[src/rtl/core/led_ripple_idle_animator_macros.svh]
// Assertion helpers for the ripple animator.
`ifndef LED_RIPPLE_IDLE_ANIMATOR_MACROS_SVH
`define LED_RIPPLE_IDLE_ANIMATOR_MACROS_SVH

// Same-cycle implication, disabled while reset is asserted.
`define LRA_ASSERT_NOW(label, clk, rst_n, ante, cons) \
    label: assert property (@(posedge clk) disable iff (!rst_n) (ante) |-> (cons)) \
        else $error("ripple animator check failed");

// Next-cycle implication, disabled while reset is asserted.
`define LRA_ASSERT_NEXT(label, clk, rst_n, ante, cons) \
    label: assert property (@(posedge clk) disable iff (!rst_n) (ante) |=> (cons)) \
        else $error("ripple animator check failed");

`endif

[src/rtl/core/lra_pkg.sv]
`timescale 1ns / 1ps
`default_nettype none

package lra_pkg;

    localparam int NUM_SLOTS_DEF = 3;
    localparam int SPAWN_SHIFT   = 7;
    localparam int STEP_MUL      = 24;
    localparam int LEVEL_MAX     = 63;
    localparam int PHASE_MAX     = 126;
    localparam int PIX_LAST      = 63;

    // Per-tick broadcast to every cell
    typedef struct packed {
        logic        load;
        logic [15:0] now16;
        logic [2:0]  col;
        logic [2:0]  row;
        logic [2:0]  rgb;
    } t_tick;

    // Pixel beat travelling down the chain
    typedef struct packed {
        logic [5:0] idx;
        logic [5:0] red;
        logic [5:0] green;
        logic [5:0] blue;
        logic       last;
    } t_pix;

    typedef enum logic [1:0] {
        ST_IDLE,
        ST_SCAN,
        ST_DRAIN
    } t_state;

    // Channel law for a phase inside the visible window
    function automatic logic [5:0] level(input logic lit, input logic [6:0] t);
        logic [6:0] v;
        if (lit) begin
            v = (t <= 7'(LEVEL_MAX)) ? 7'(LEVEL_MAX) : 7'(PHASE_MAX) - t;
        end else begin
            v = (t <= 7'(LEVEL_MAX)) ? 7'(LEVEL_MAX) - t : 7'd0;
        end
        return v[5:0];
    endfunction

endpackage

`default_nettype wire

[src/rtl/core/led_ripple_idle_animator.sv]
// The first pixel beat of a tick passes through the register of each slot cell
// before it reaches the output. One pixel beat per cycle while the output is not
// stalled, 64 per tick, scanned through the row of slot cells; no new tick is
// accepted until the last beat has left. Output stall freezes the whole cell chain.
// Reset (synchronous, active low): all slots inactive, ring pointer at the last
// slot, previous time zero, chain empty.
`timescale 1ns / 1ps
`default_nettype none

`include "led_ripple_idle_animator_macros.svh"

module led_ripple_idle_animator #(
    parameter int NUM_SLOTS = lra_pkg::NUM_SLOTS_DEF
) (
    input  wire        i_clk,
    input  wire        i_rst_n,
    input  wire        i_valid,
    output logic       o_stall,
    input  wire [31:0] i_time_ms,
    input  wire [2:0]  i_spawn_x,
    input  wire [2:0]  i_spawn_y,
    input  wire [2:0]  i_spawn_color,
    output logic       o_valid,
    input  wire        i_stall,
    output logic [5:0] o_pixel_index,
    output logic [5:0] o_red,
    output logic [5:0] o_green,
    output logic [5:0] o_blue,
    output logic       o_frame_last
);

    localparam int SLOT_W = (NUM_SLOTS > 1) ? $clog2(NUM_SLOTS) : 1;
    localparam logic [SLOT_W-1:0] SLOT_LAST = SLOT_W'(NUM_SLOTS - 1);

    lra_pkg::t_state r_state, n_state;
    logic [31:0]       r_prev_time;
    logic [SLOT_W-1:0] r_next_slot;
    logic [5:0]        r_cnt, n_cnt;

    logic              accept;
    logic              spawn;
    logic [SLOT_W-1:0] new_slot;
    logic              adv;
    logic              inject;
    lra_pkg::t_tick    tick;
    logic [NUM_SLOTS-1:0] sel;

    logic          pix_vld [NUM_SLOTS+1];
    lra_pkg::t_pix pix     [NUM_SLOTS+1];

    assign o_stall = (r_state != lra_pkg::ST_IDLE);
    assign accept  = i_valid && !o_stall;
    assign adv     = !(o_valid && i_stall);

    // Spawn decision and ring advance
    assign spawn    = (r_prev_time[31:lra_pkg::SPAWN_SHIFT] != i_time_ms[31:lra_pkg::SPAWN_SHIFT]);
    assign new_slot = (r_next_slot == SLOT_LAST) ? '0 : r_next_slot + 1'b1;

    always_ff @(posedge i_clk) begin
        if (!i_rst_n) begin
            r_prev_time <= 32'd0;
            r_next_slot <= SLOT_LAST;
        end else if (accept) begin
            r_prev_time <= i_time_ms;
            if (spawn) begin
                r_next_slot <= new_slot;
            end
        end
    end

    // Sequencer
    always_ff @(posedge i_clk) begin
        if (!i_rst_n) begin
            r_state <= lra_pkg::ST_IDLE;
            r_cnt   <= 6'd0;
        end else begin
            r_state <= n_state;
            r_cnt   <= n_cnt;
        end
    end

    always_comb begin
        n_state = r_state;
        n_cnt   = r_cnt;
        inject  = 1'b0;
        case (r_state)
            lra_pkg::ST_IDLE: begin
                if (accept) begin
                    n_state = lra_pkg::ST_SCAN;
                    n_cnt   = 6'd0;
                end
            end
            lra_pkg::ST_SCAN: begin
                inject = 1'b1;
                if (adv) begin
                    n_cnt = r_cnt + 6'd1;
                    if (r_cnt == 6'(lra_pkg::PIX_LAST)) begin
                        n_state = lra_pkg::ST_DRAIN;
                    end
                end
            end
            lra_pkg::ST_DRAIN: begin
                if (o_valid && !i_stall && o_frame_last) begin
                    n_state = lra_pkg::ST_IDLE;
                end
            end
            default: begin
                n_state = lra_pkg::ST_IDLE;
            end
        endcase
    end

    // Tick broadcast
    always_comb begin
        tick.load  = accept;
        tick.now16 = i_time_ms[15:0];
        tick.col   = i_spawn_x;
        tick.row   = i_spawn_y;
        tick.rgb   = i_spawn_color;
    end

    // Chain head: black pixel at the scan position
    assign pix_vld[0]   = inject;
    assign pix[0].idx   = r_cnt;
    assign pix[0].red   = 6'd0;
    assign pix[0].green = 6'd0;
    assign pix[0].blue  = 6'd0;
    assign pix[0].last  = (r_cnt == 6'(lra_pkg::PIX_LAST));

    for (genvar k = 0; k < NUM_SLOTS; k++) begin : g_cell
        assign sel[k] = spawn && (new_slot == SLOT_W'(k));

        lra_cell u_cell (
            .i_clk     (i_clk),
            .i_rst_n   (i_rst_n),
            .i_adv     (adv),
            .i_tick    (tick),
            .i_sel     (sel[k]),
            .i_pix_vld (pix_vld[k]),
            .i_pix     (pix[k]),
            .o_pix_vld (pix_vld[k+1]),
            .o_pix     (pix[k+1])
        );
    end

    // Last cell register is the output register
    assign o_valid       = pix_vld[NUM_SLOTS];
    assign o_pixel_index = pix[NUM_SLOTS].idx;
    assign o_red         = pix[NUM_SLOTS].red;
    assign o_green       = pix[NUM_SLOTS].green;
    assign o_blue        = pix[NUM_SLOTS].blue;
    assign o_frame_last  = pix[NUM_SLOTS].last;

    // Checks
    `LRA_ASSERT_NOW(a_idle_empty, i_clk, i_rst_n, !o_stall, !o_valid)
    `LRA_ASSERT_NEXT(a_accept_scan, i_clk, i_rst_n, accept,
        (r_state == lra_pkg::ST_SCAN) && (r_cnt == 6'd0))
    `LRA_ASSERT_NOW(a_last_drain, i_clk, i_rst_n, o_valid && o_frame_last,
        r_state == lra_pkg::ST_DRAIN)
    `LRA_ASSERT_NEXT(a_contiguous, i_clk, i_rst_n, o_valid && !i_stall && !o_frame_last,
        o_valid && (o_pixel_index == $past(o_pixel_index) + 6'd1))

endmodule

`default_nettype wire

[src/rtl/core/lra_cell.sv]
`timescale 1ns / 1ps
`default_nettype none

module lra_cell (
    input  wire                 i_clk,
    input  wire                 i_rst_n,
    input  wire                 i_adv,
    input  wire lra_pkg::t_tick i_tick,
    input  wire                 i_sel,
    input  wire                 i_pix_vld,
    input  wire lra_pkg::t_pix  i_pix,
    output logic                o_pix_vld,
    output lra_pkg::t_pix       o_pix
);

    localparam logic [7:0] STEP_MUL_W = 8'(lra_pkg::STEP_MUL);

    logic        r_active;
    logic [15:0] r_start;
    logic [2:0]  r_col;
    logic [2:0]  r_row;
    logic [2:0]  r_rgb;
    logic [15:0] r_age;
    logic        r_pix_vld;
    lra_pkg::t_pix r_pix;
    lra_pkg::t_pix n_pix;

    logic [15:0] start_use;
    logic [2:0]  px;
    logic [2:0]  py;
    logic        on_row;
    logic        on_col;
    logic [2:0]  gap;
    logic [7:0]  gap24;
    logic [15:0] phase;
    logic        hit;

    // Slot occupancy
    always_ff @(posedge i_clk) begin
        if (!i_rst_n) begin
            r_active <= 1'b0;
        end else if (i_tick.load && i_sel) begin
            r_active <= 1'b1;
        end
    end

    // Slot contents and age; only the low 16 bits of age matter
    assign start_use = i_sel ? {i_tick.now16[15:7], 7'd0} : r_start;

    always_ff @(posedge i_clk) begin
        if (i_tick.load) begin
            r_age <= i_tick.now16 - start_use;
            if (i_sel) begin
                r_start <= start_use;
                r_col   <= i_tick.col;
                r_row   <= i_tick.row;
                r_rgb   <= i_tick.rgb;
            end
        end
    end

    // Coverage test and phase for the incoming pixel
    assign px     = i_pix.idx[4:2];
    assign py     = {i_pix.idx[5], i_pix.idx[1:0]};
    assign on_row = (py == r_row);
    assign on_col = (px == r_col);

    always_comb begin
        if (on_row) begin
            gap = (px >= r_col) ? px - r_col : r_col - px;
        end else begin
            gap = (py >= r_row) ? py - r_row : r_row - py;
        end
    end

    assign gap24  = STEP_MUL_W * {5'd0, gap};
    assign phase  = r_age - {8'd0, gap24};
    assign hit    = r_active && (on_row || on_col) && (phase <= 16'(lra_pkg::PHASE_MAX));

    // Later cells overwrite earlier ones
    always_comb begin
        n_pix = i_pix;
        if (hit) begin
            n_pix.red   = lra_pkg::level(r_rgb[2], phase[6:0]);
            n_pix.green = lra_pkg::level(r_rgb[1], phase[6:0]);
            n_pix.blue  = lra_pkg::level(r_rgb[0], phase[6:0]);
        end
    end

    always_ff @(posedge i_clk) begin
        if (!i_rst_n) begin
            r_pix_vld <= 1'b0;
        end else if (i_adv) begin
            r_pix_vld <= i_pix_vld;
        end
    end

    always_ff @(posedge i_clk) begin
        if (i_adv) begin
            r_pix <= n_pix;
        end
    end

    assign o_pix_vld = r_pix_vld;
    assign o_pix     = r_pix;

endmodule

`default_nettype wire
[config.mk]
export PLATFORM = sky130hd
export DESIGN_NAME = led_ripple_idle_animator
export DESIGN_NICKNAME = d
export VERILOG_FILES = /design/src/rtl/core/lra_pkg.sv /design/src/rtl/core/led_ripple_idle_animator.sv /design/src/rtl/core/lra_cell.sv
export VERILOG_INCLUDE_DIRS = /design/src /design/src/rtl/core
export SDC_FILE = /design/constraint.sdc
export NUM_CORES = 1
export LEC_CHECK = 0
export BUFFER_PORTS_ARGS = -buffer_cell sky130_fd_sc_hd__buf_2
export CELL_PAD_IN_SITES_DETAIL_PLACEMENT = 2
export CELL_PAD_IN_SITES_GLOBAL_PLACEMENT = 2
export CORE_ASPECT_RATIO = 1.75
export CORE_MARGIN = 2
export CORE_UTILIZATION = 38
export DETAILED_ROUTE_END_ITERATION = 10
export GPL_TIMING_DRIVEN = 0
export MAX_ROUTING_LAYER = met4
export PLACE_DENSITY = 0.74
export SLEW_MARGIN = 20
export SYNTH_ARGS = -nofsm -noshare
export SYNTH_HDL_FRONTEND = slang
export SYNTH_HIERARCHICAL = 1
export SYNTH_SLANG_ARGS = --single-unit
[constraint.sdc]
create_clock -name i_clk -period 4.32 [get_ports i_clk]
set_input_delay 1.08 -clock i_clk [delete_from_list [all_inputs] [get_ports i_clk]]
set_output_delay 1.08 -clock i_clk [all_outputs]
set_load 0.005 [all_outputs]
# Word-level counts from Yosys, hierarchy flattened
# Cells that the tools add are included.
# totals
wordCells	168
ff_bits	246
out_inout_bits	27
# op_classes
eq_ne	17
order_cmp	12
add_sub_neg	26
mul	3
reduce_logical	31
muxes	39
# op_table
op	count
6-bit two-way mux	17
16-bit by 7-bit <= comparator with 1-bit output (second input constant)	3
16-bit two-way mux	3
16-bit subtractor	3
16-bit by 8-bit subtractor with 16-bit output	3
18-bit two-way mux	2
3-bit subtractor	12
6-bit subtractor (first input constant)	6
3-bit two-way mux	9
25-bit != test	1
7-bit by 6-bit <= comparator with 1-bit output (second input constant)	3
3-bit equality test	6
3-bit >= comparator	6
1-bit logical AND	16
2-bit by 3-bit multiplier with 5-bit output (first input constant)	3
6-bit case mux with 2 select lines	1
2-bit two-way mux	5
2-bit AND reduction	4
6-bit by 1-bit adder with 6-bit output (second input constant)	1
2-bit equality test (second input constant)	3
6-bit equality test (second input constant)	1
2-bit != test (second input constant)	3
2-bit case mux with 3 select lines	1
2-bit by 1-bit equality test with 1-bit output (second input constant)	2
9 further kinds	14

# Logic depth before layout (Yosys ltp)
# Gate-level depths: netlist of run 1.
# logic_depth
ltp_word	9
ltp_mapped	20
depth_no_buf	19

# Modules after synthesis
# The synthesis of run 1 kept the hierarchy.
# by_module_without_submodules
mod	instances	seq_area_each_um2	cells_each	area_each_um2
lra_cell (g_cell[2].u_cell)	1	2021.9	394	4386.7
lra_cell (g_cell[0].u_cell)	1	2021.9	387	4367.9
lra_cell (g_cell[1].u_cell)	1	2021.9	381	4295.4
led_ripple_idle_animator	1	700.7	208	1650.3

# Worst setup path after synthesis of run 1
# No wires, ideal clock.
# synth_timing
path_kind	register to register
from	register g_cell[1].u_cell.r_pix, in the netlist g_cell[1].u_cell/o_pix[20]
to	register g_cell[2].u_cell.r_pix, in the netlist g_cell[2].u_cell/o_pix[10] (data pin)
stages_incl_launch_ff	18
required_ns	4.060
t_arrival_ns	4.406
slack_ns	-0.346
setup_time_ns	0.260
path_buffers	1
cell_sequence	edfxtp_1 inv_1 ha_1 nor2b_1 o21ai_0 a21boi_0 or3_1 and3_1 fa_1 xnor2_1 ha_1 nor2_1 a211oi_1 or4b_2 o2111ai_1 nor4b_4 buf_6 mux2_2
# synth_rtl
element	line	rtl
from (decl)	lra_cell.sv:25	lra_pkg::t_pix r_pix;
from (signal assigned)	lra_cell.sv:100	r_pix <= n_pix;
to (signal assigned)	lra_cell.sv:100	
to (decl)	lra_cell.sv:25	

==> impl_metrics.json, run 1 <==
{
  "outcome": "finished, violations left",
  "violations": "negative setup slack",
  "initial_utilization": 0.3841,
  "cts_max_level": 1,
  "irDropWorstVdd_mv": 0.2521,
  "setup-tns-final_ns": -12.40,
  "instances_no_fill": 2059,
  "synth-main-ff-cell": "edfxtp_1",
  "dp_cells": 1946,
  "ys_warn_count": 6,
  "postPlaceCellArea_um2": 15980,
  "io_pins": 72,
  "numPortBuffers": 71,
  "gp_congestion": 0.8411,
  "start_kind": "flip-flop",
  "clk_latency_ns": 0.56,
  "hp-start": "g_cell[0].u_cell/o_pix[0]$_DFFE_PP_",
  "dieArea_um2": 40340,
  "nFillCells": 3892,
  "rsz0062_at_grt": "yes",
  "die_h_um": 264.2,
  "crit_end": "g_cell[2].u_cell/o_pix[7]$_DFFE_PP_",
  "cp_max_fo": 6,
  "drv_slew": 0,
  "drive_gt1_frac": 0.2702,
  "num_rows": 95,
  "hold_viol": 0,
  "routed_wl_um": 48100,
  "antenna_found_initial": 0,
  "cts_buffers": 26,
  "post_drt_wl_per_cell_um": 23.36,
  "power.density_nw_per_um2": 421.0,
  "dp_hpwl_um": 31790,
  "clkSinkCount": 239,
  "track_usage": 0.2318,
  "maxCapViolations": 0,
  "rr_endpoint": "g_cell[2].u_cell/o_pix[7]$_DFFE_PP_",
  "setup-violations-final": 52,
  "p_leak_nw": 7.632,
  "timing.final.crit_share": 1.098,
  "critPathRequiredTime_ns": 4.61,
  "startpoint": "g_cell[2].u_cell/r_col[0]$_DFFE_PP_",
  "clk_root_buffer_cell": "clkbuf_16",
  "drt_iter0_drc": 403,
  "finClkSkew_ns": 0.02217,
  "synthCells": 1370,
  "remaining_drc_errors": 0,
  "die_w_um": 152.7,
  "firstDrtPassIters": 4,
  "setup_ws_ns": -0.4239,
  "ys_seq_elements": 239,
  "design.core.area_um2": 38270,
  "grt_pass1_wl_um": 71570,
  "cts_tree": "done",
  "period_minus_slack_ns": 4.744,
  "synth_cell_types": 90,
  "grt_max_degree": 61,
  "r2r_cells": 18,
  "slew_headroom": 0.4379,
  "arrival_ns": 5.03,
  "synth_edf_count": 198,
  "cts_max_path_buffers": 3,
  "grt_overflow": 0,
  "area_growth_pct": 25.62,
  "ant_nets": 0,
  "multi_input_area_um2": 8418,
  "max_freq_mhz": 210.8,
  "worstHoldPathType": "reg -> reg",
  "finalPower_w": 0.007775,
  "ys_seq_area_frac": 0.4603,
  "viasPerCell": 5.427,
  "finalInstanceArea_um2": 18470,
  "syn_area_per_cell_um2": 10.73,
  "critical_path_class": "reg -> reg",
  "ys_async_sr_fraction": 0,
  "num_vias": 11170,
  "reg2reg_slack_ns": -0.42,
  "critPathCaptureType": "flip-flop",
  "clkSlewWorstSetupHoldPaths_ns": 0.06,
  "worst_pin_slew_ns": 0.8431,
  "netlist_area_um2": 14700,
  "r2r-start": "g_cell[2].u_cell/r_col[0]$_DFFE_PP_",
  "grt_pass1_vias": 12590,
  "final_nets": 1723,
  "seqCellArea_um2": 6779
}
state kept, by name, summed over array words and instances (netlist names):
signal                   count
g_cell.u_cell/o_pix_vld      3
r_next_slot                  2
g_cell.u_cell/r_col          9
g_cell.u_cell/r_active       3
r_prev_time                 25
r_cnt                        6
g_cell.u_cell/r_row          9
r_state                      2
g_cell.u_cell/o_pix         75
g_cell.u_cell/r_rgb          9
g_cell.u_cell/r_age         48
g_cell.u_cell/r_start       48
through the flow:
step	utilization	setup slack, ns	hold WS, ns
5_1_grt	0.4824	-0.5236	0.4495
3_5_place_dp	0.4174	-1.298	0.4195
2_1_floorplan	-	-0.1647	0.4003
3_3_place_gp	0.4149	-1.121	0.4080
6_report	0.4825	-0.4239	0.4266
4_1_cts	0.4695	-0.3402	0.4312
layout by cell type, fill, tap and decap left out, types with 8 or more instances in the layout:
cell	netlist	layout
and3_1	12	9
conb_1	1	18
buf_6	3	15
nor3_1	21	15
a22oi_1	9	9
o21ai_0	42	30
ha_4	0	19
mux2i_1	51	39
nand3_1	23	22
nand2b_1	32	30
a21oi_1	77	68
xnor2_2	0	16
dfxtp_1	41	37
buf_4	1	56
inv_2	0	13
a21oi_2	1	10
nand4_1	8	8
fa_1	21	15
mux2_2	39	11
buf_2	3	69
nor2_1	76	70
a21o_1	13	13
ha_1	103	79
nand2_1	134	132
nor2b_1	22	16
clkbuf_1	20	21
mux2_4	8	36
inv_1	148	134
a211oi_1	13	8
o21a_1	15	15
xor2_1	27	22
edfxtp_1	198	198
xnor2_1	58	41
clkbuf_16	0	29
area by class of cell:
| cell class | instances | area share |
|---|---|---|
| Inverter | 149 | 0.03042 |
| Timing Repair Buffer | 143 | 0.05719 |
| Buffer | 28 | 0.01003 |
| Clock buffer | 36 | 0.04011 |
| Multi-Input combinational cell | 967 | 0.4559 |
| Antenna cell | 1 | 0.0001355 |
| Tap cell | 485 | 0.03286 |
| Clock inverter | 11 | 0.006301 |
| Sequential cell | 239 | 0.3671 |
synthesized netlist by cell type, types with 8 or more instances:
master / n / area (µm²)
mux2_4: 8 / 120.1
nand4_1: 8 / 50.05
dfxtp_1: 41 / 820.8
a21o_1: 13 / 97.59
nand3_1: 23 / 115.1
a211oi_1: 13 / 97.59
xnor2_1: 58 / 508.0
edfxtp_1: 198 / 5946
mux2i_1: 51 / 510.5
o21ai_0: 42 / 210.2
nor2_1: 76 / 285.3
ha_1: 103 / 1289
a22oi_1: 9 / 67.56
nand2b_1: 32 / 200.2
o21a_1: 15 / 112.6
xor2_1: 27 / 236.5
nor2b_1: 22 / 137.6
and3_1: 12 / 75.07
and2_1: 10 / 62.56
fa_1: 21 / 420.4
inv_1: 148 / 555.5
mux2_2: 39 / 439.2
a21oi_1: 77 / 385.4
nand2_1: 134 / 503.0
nor3_1: 21 / 105.1
clkbuf_1: 20 / 75.07
cell families after synthesis:
kind of cell             share of synthesized area
multiplexers                               0.07277
XOR/XNOR                                   0.05064
adder cells (fa/ha/maj)                     0.1163
other                                    0.0002551
buffers and inverters                      0.04851
flip-flops                                  0.4603
AND/OR/NAND/NOR                             0.1301
AO/OA/AOI/OAI                               0.1211
where the power goes:
group | internal (W) | leakage (nW) | switching, W
sequential | 0.00266 | 2.31 | 0.0000981
clock | 0.00132 | 0.413 | 0.00100
combinational | 0.00115 | 4.91 | 0.00155
total | 0.00513 | 7.63 | 0.00265
worst max-delay path, stage by stage (launching register included):
cell,delay [ns]
edfxtp_1,0.47
ha_4,0.28
nand2b_4,0.13
a21o_1,0.17
a21oi_2,0.19
mux2i_2,0.27
mux2i_2,0.13
ha_2,0.21
inv_2,0.05
fa_2,0.46
ha_4,0.34
nand2b_4,0.07
a211oi_4,0.37
or4b_4,0.22
o2111ai_4,0.14
nor4b_4,0.32
buf_6,0.20
buf_8,0.15
mux2_4,0.31
repair_timing:
action / 4_1_cts / 5_1_grt
gates resized for setup: 159 / 83
endpoints found under the hold margin: 0 / 0
pin swaps: 56 / 44
gates cloned: 4 / 1
setup endpoints to repair: 71 / 61
buffers inserted: 52 / 17
hold buffers: 0 / 0
layer usage:
layer,part of all wire,global-route usage,vias to the layer above,routed length [µm]
li1,-,-,5215,-
met1,0.35,0.2265,5704,16880
met2,0.58,0.4641,170,28010
met3,0.023,0.02116,85,1083
met4,0.044,0.08609,0,2121
met5,0,-,-,0
worst min path at each step:
stage / to / slack, ns / cells after the start
floorplan: g_cell[1].u_cell/o_pix[0]$_DFFE_PP_ / 0.40 / 0
global placement: g_cell[1].u_cell/o_pix[0]$_DFFE_PP_ / 0.41 / 0
detailed placement: g_cell[1].u_cell/o_pix[0]$_DFFE_PP_ / 0.42 / 0
CTS: g_cell[1].u_cell/o_pix[0]$_DFFE_PP_ / 0.43 / 0
global route: g_cell[1].u_cell/o_pix[0]$_DFFE_PP_ / 0.45 / 0
finish: g_cell[1].u_cell/o_pix[0]$_DFFE_PP_ / 0.43 / 0
Power figures use the tool's default switching activity.
==> inputs of run 2 (changes only) <==
ABC_AREA = 1   (was not set)
CORE_UTILIZATION = 35   (was 38)
==> impl_metrics.json, run 2 <==
{
  "clkSlewWorstSetupHoldPaths_ns": 0.07,
  "synthCells": 1827,
  "cts_buffers": 27,
  "r2r_cells": 26,
  "netlist_area_um2": 15590,
  "synth.area.top_cells": "edfxtp_1 38%, nand2_1 10%, ha_1 8.3%",
  "numPortBuffers": 71,
  "synth_most_common_cell": "nand2_1",
  "ys_seq_area_frac": 0.4340,
  "finClkSkew_ns": 0.02827,
  "slew_headroom": 0.4004,
  "drive_gt1_frac": 0.2441,
  "setup-violations-final": 2,
  "clkSinkCount": 239,
  "clk_latency_ns": 0.58,
  "final_cell_mix": "356 x nand2_1, 300 x inv_1, 198 x edfxtp_1",
  "synth_area_leader_cell": "edfxtp_1",
  "post-place-ws_ns": -0.7348,
  "cts_max_path_buffers": 3,
  "critPathRequiredTime_ns": 4.63,
  "drv_slew": 0,
  "remaining_drc_errors": 0,
  "critical_path_class": "reg -> reg",
  "arrival_ns": 4.65,
  "viasPerCell": 4.971,
  "power.density_nw_per_um2": 505.0,
  "die_w_um": 163.5,
  "final_nets": 2184,
  "num_vias": 12980,
  "worstHoldPathType": "reg -> reg",
  "max_freq_mhz": 230.1,
  "maxCapViolations": 0,
  "cts_hold_buf": 0,
  "synthTopCellsByCount": "417 x nand2_1, 328 x inv_1, 198 x edfxtp_1, 133 x nor2_1, 103 x ha_1",
  "grt_pass1_wl_um": 77170,
  "seqCellArea_um2": 6782,
  "gp_congestion": 0.8401,
  "die_h_um": 283.2,
  "num_rows": 102,
  "outcome": "finished, violations left",
  "cts_max_level": 1,
  "violations": "negative setup slack",
  "worst_pin_slew_ns": 0.8935,
  "p_leak_nw": 8.835,
  "start_kind": "flip-flop",
  "ys_seq_elements": 239,
  "multi_input_area_um2": 8299,
  "setup_ws_ns": -0.02635,
  "ant_nets": 0,
  "irDropWorstVdd_mv": 0.3039,
  "fin_hold_ws_ns": 0.4325,
  "io_pins": 72,
  "antenna_found_initial": 3,
  "cts_tree": "done",
  "ys_async_sr_fraction": 0,
  "grt_max_degree": 61,
  "setup-tns-final_ns": -0.03956,
  "initial_utilization": 0.3531,
  "synth_edf_count": 198,
  "area_growth_pct": 22.73,
  "ys_warn_count": 6,
  "grt_pass1_vias": 14500,
  "drt_iter0_drc": 402,
  "yosysTopAreaCellShare": 0.3813,
  "design.core.area_um2": 44160,
  "period_minus_slack_ns": 4.346,
  "reg2reg_slack_ns": -0.03,
  "timing.final.crit_share": 1.006,
  "nFillCells": 4999,
  "final_common_cell": "nand2_1",
  "clk_root_buffer_cell": "clkbuf_16",
  "dieArea_um2": 46320,
  "syn_area_per_cell_um2": 8.534,
  "critPathCaptureType": "flip-flop",
  "hold_viol": 0,
  "synth_cell_types": 43,
  "min_delay_path_depth": 0,
  "post_drt_wl_per_cell_um": 19.97,
  "synth-main-ff-cell": "edfxtp_1",
  "routed_wl_um": 52140,
  "track_usage": 0.2187,
  "largest_reg_flops": 75,
  "cp_max_fo": 6,
  "dp_hpwl_um": 37830,
  "utilization": 0.4333,
  "firstDrtPassIters": 4,
  "grt_overflow": 0
}
run 2: cell types whose count changed in the layout (fill, tap and decap cells not counted), sizes merged, moves of 22 or more:
cell	before	now
nor2	78	153
or2	6	28
mux2	47	0
inv	150	338
nand2	134	439
mux2i	51	0
o21ai	46	135
nor2b	22	0
xnor2	58	21
xor2	27	51
nand2b	32	0
nand3	23	100
run 2: final timing paths:
| path | start | to |
|---|---|---|
| hold reg to reg | g_cell[1].u_cell/o_pix[0]$_DFFE_PP_ | g_cell[2].u_cell/o_pix[0]$_DFFE_PP_ |
| setup reg to reg | g_cell[0].u_cell/r_col[1]$_DFFE_PP_ | g_cell[0].u_cell/o_pix[1]$_DFFE_PP_ |
| setup / recovery | g_cell[0].u_cell/r_col[1]$_DFFE_PP_ | g_cell[0].u_cell/o_pix[1]$_DFFE_PP_ |
| hold / removal | g_cell[1].u_cell/o_pix[0]$_DFFE_PP_ | g_cell[2].u_cell/o_pix[0]$_DFFE_PP_ |
run 2: worst max-delay path, stage by stage (launching register included):
cell	delay, ns
edfxtp_1	0.47
inv_2	0.10
ha_2	0.19
a21oi_2	0.18
nand3_2	0.13
inv_2	0.08
nand2_1	0.05
nand2_1	0.11
xor2_1	0.24
nand2_2	0.17
nand2_2	0.12
inv_1	0.07
fa_2	0.61
ha_4	0.23
nand2_1	0.08
nand2_1	0.09
inv_2	0.08
nand2_2	0.07
nand2_2	0.07
nand2_2	0.08
nand2_2	0.10
nand3_4	0.11
nor2_8	0.17
buf_4	0.15
nand4_1	0.09
nand2_1	0.15
inv_1	0.06
run 2: through the flow:
stage | area (µm²) | power [W] | std cells
2_1_floorplan | 15660 | 0.005533 | 1844
3_3_place_gp | 16730 | 0.006342 | 2487
3_5_place_dp | 16760 | 0.006551 | 2488
4_1_cts | 18170 | 0.009189 | 2571
5_1_grt | 19130 | 0.01037 | 2611
6_report | 19130 | 0.009662 | 2611
run 2: cell families (layout without fill, tap and decap cells):
family          count (synthesis)  count (layout)  share of synthesized area
simple gates                  773             776                     0.2291
compound gates                258             258                    0.09582
buf+inv                       360             549                    0.09076
fa+ha+maj                     124             124                     0.1096
other cells                     1              21                  0.0002405
flops                         239             239                     0.4340
xor+xnor                       72              72                    0.04045
run 2: power breakdown:
group	switching (W)	internal [W]	total, W
sequential	0.000154	0.00279	0.00294
clock	0.000997	0.00139	0.00238
combinational	0.00279	0.00155	0.00434
run 2: layout make-up:
class	instances	share of cell area
Antenna cell	3	0.0003923
Buffer	21	0.008893
Clock buffer	32	0.03629
Clock inverter	18	0.01027
Inverter	337	0.06637
Multi-Input combinational cell	1248	0.4337
Sequential cell	239	0.3544
Tap cell	572	0.03740
Timing Repair Buffer	141	0.05225
run 2: metal layers:
metal,up-vias,track usage,wire length (µm)
li1,6277,-,-
met1,6424,0.2031,18000
met2,175,0.4421,30400
met3,104,0.02313,1143
met4,0,0.08421,2597
met5,-,-,0
run 2: timing repair:
item / CTS / global route
gates cloned: 4 / 2
pin swaps: 23 / 65
resized for setup: 65 / 177
setup buffers: 31 / 35
endpoints found under the setup margin: 62 / 76
==> inputs of run 3 (changes only) <==
CELL_PAD_IN_SITES_DETAIL_PLACEMENT = 0   (was 2)
CELL_PAD_IN_SITES_GLOBAL_PLACEMENT = 1   (was 2)
CORE_UTILIZATION = 43   (was 35)
==> impl_metrics.json, run 3 (synthesis gave the netlist of run 2 again) <==
{
  "drv_slew": 0,
  "design.core.area_um2": 35910,
  "drt_iter0_drc": 477,
  "grt_max_degree": 61,
  "finClkSkew_ns": 0.01171,
  "firstDrtPassIters": 5,
  "final_nets": 2156,
  "slew_headroom": 0.4839,
  "post_drt_wl_per_cell_um": 14.99,
  "min_to": "g_cell[1].u_cell/o_pix[0]$_DFFE_PP_",
  "io_pins": 72,
  "critical_path_class": "reg -> reg",
  "reg2reg_slack_ns": 0.17,
  "irDropWorstVdd_mv": 0.2575,
  "clk_latency_ns": 0.53,
  "outcome": "finished, final reports clean",
  "critPathRequiredTime_ns": 4.71,
  "rr_endpoint": "g_cell[0].u_cell/o_pix[9]$_DFFE_PP_",
  "die_w_um": 147.9,
  "arrival_ns": 4.54,
  "rsz0062_at_grt": "yes",
  "antenna_found_initial": 3,
  "dp_hpwl_um": 28640,
  "dieArea_um2": 37860,
  "power.density_nw_per_um2": 481.5,
  "area_growth_pct": 16.97,
  "setup_ws_ns": 0.1696,
  "start_kind": "flip-flop",
  "die_h_um": 255.9,
  "gp_congestion": 0.8780,
  "worstHoldPathType": "reg -> reg",
  "p_leak_nw": 8.601,
  "p_seq_frac": 0.332,
  "switching_power_w": 0.003407,
  "cp_common_cell": "nand2_1",
  "min_delay_path_depth": 0,
  "ant_nets": 0,
  "initial_utilization": 0.4341,
  "cts_max_path_buffers": 3,
  "numPortBuffers": 71,
  "p_int_w": 0.005374,
  "clockPowerShare": 0.241,
  "grt_pass1_wl_um": 58410,
  "viasPerCell": 4.834,
  "hold_viol": 0,
  "startpoint": "g_cell[0].u_cell/r_row[1]$_DFFE_PP_",
  "hp-start": "g_cell[0].u_cell/o_pix[0]$_DFFE_PP_",
  "period_minus_slack_ns": 4.150,
  "switching_share": 0.3880,
  "critPathSlowestCell": "fa_2",
  "path_cells": "ha_1, nand2_1, nor2_1, a211oi_2, nand2_1, nand2_1, nand3_2, nand2_4, inv_2, ha_1, inv_1, fa_2, ha_4, nand3_1, nand2_2, nand2_2, nand3_1, nand3_4, nor2_8, nand3_4, clkbuf_16, o21ai_2",
  "setup-violations-final": 0,
  "routed_wl_um": 37150,
  "cp_max_fo": 7,
  "final_cell_mix": "392 x nand2_1, 319 x inv_1, 198 x edfxtp_1",
  "track_usage": 0.1991,
  "largest_reg_flops": 75,
  "cts_hold_buf": 0,
  "num_rows": 92,
  "final_common_cell": "nand2_1",
  "clkSlewWorstSetupHoldPaths_ns": 0.06,
  "finalPower_w": 0.008781,
  "drive_gt1_frac": 0.1845,
  "max_freq_mhz": 240.9,
  "worst_pin_slew_ns": 0.7741,
  "critical_path.max_stage_delay_ns": 0.46,
  "post-place-ws_ns": -0.4107,
  "maxCapViolations": 0,
  "clkSinkCount": 239,
  "cts_tree": "done",
  "r2r_cells": 22,
  "cts_max_level": 1,
  "clk_root_buffer_cell": "clkbuf_16",
  "timing.final.crit_share": 0.9607,
  "combPwrFrac": 0.427,
  "num_vias": 11980,
  "remaining_drc_errors": 0,
  "cts_buffers": 25,
  "critPathCaptureType": "flip-flop",
  "grt_overflow": 0,
  "grt_pass1_vias": 11660,
  "r2r-start": "g_cell[0].u_cell/r_row[1]$_DFFE_PP_"
}
-- run 3: area by class of cell --
class / count / area (µm²)
Fill cell: 3436 / 17680
Multi-Input combinational cell: 1247 / 7865
Sequential cell: 239 / 6779
Inverter: 337 / 1265
Timing Repair Buffer: 115 / 763.2
Clock buffer: 34 / 720.7
Tap cell: 470 / 588.1
Buffer: 22 / 171.4
Clock inverter: 11 / 77.57
Antenna cell: 3 / 7.507
-- run 3: what timing repair did --
item | in CTS | in global routing
gates resized for setup | 19 | 99
setup buffers | 7 | 34
endpoints found under the setup margin | 45 | 73
pin swaps | 4 | 48
gates cloned | 1 | 3
-- run 3: through the flow --
stage / TNS, ns / hold WS, ns / instances / utilization / instance area, µm²
floorplan: 0 / 0.4003 / 1844 / - / 15660
global placement: -11.96 / 0.4050 / 2385 / 0.4622 / 16600
detailed placement: -16.18 / 0.4176 / 2386 / 0.4632 / 16640
CTS: 0 / 0.4338 / 2439 / 0.4884 / 17540
global route: -0.4057 / 0.4429 / 2478 / 0.5078 / 18240
finish: 0 / 0.4306 / 2478 / 0.5078 / 18240
-- run 3: layer usage --
layer,track usage,vias up,share of wire
met1,0.2014,5483,0.38
li1,-,6239,-
met2,0.3855,181,0.55
met3,0.02210,76,0.027
met5,-,-,0
met4,0.07487,0,0.042
-- run 3: power by group through the flow --
stage	combinational, W	clock [W]	sequential, W
floorplan	0.00261	0	0.00293
global placement	0.00332	0	0.00296
detailed placement	0.00337	0	0.00296
CTS	0.00341	0.00219	0.00291
global route	0.00426	0.00226	0.00294
finish	0.00375	0.00211	0.00292
-- run 3: how the worst max path moves through the flow --
stage | cells after the start | end | slack [ns]
floorplan | 26 | g_cell[1].u_cell/o_pix[17]$_DFFE_PP_ | 0.41
global placement | 19 | g_cell[1].u_cell/r_age[12]$_DFFE_PP_ | -0.38
detailed placement | 21 | g_cell[1].u_cell/r_age[12]$_DFFE_PP_ | -0.41
CTS | 27 | g_cell[1].u_cell/o_pix[11]$_DFFE_PP_ | 0.008
global route | 25 | g_cell[0].u_cell/o_pix[3]$_DFFE_PP_ | -0.04
finish | 22 | g_cell[0].u_cell/o_pix[9]$_DFFE_PP_ | 0.17
-- run 3: worst max-delay path: cells and delay by family (launching register included) --
kind	cells	cell delay [ns]
AND/OR/NAND/NOR	13	1.56
adder cells (fa/ha/maj)	4	1.31
flip-flops	1	0.42
AO/OA/AOI/OAI	2	0.36
buffers and inverters	3	0.32
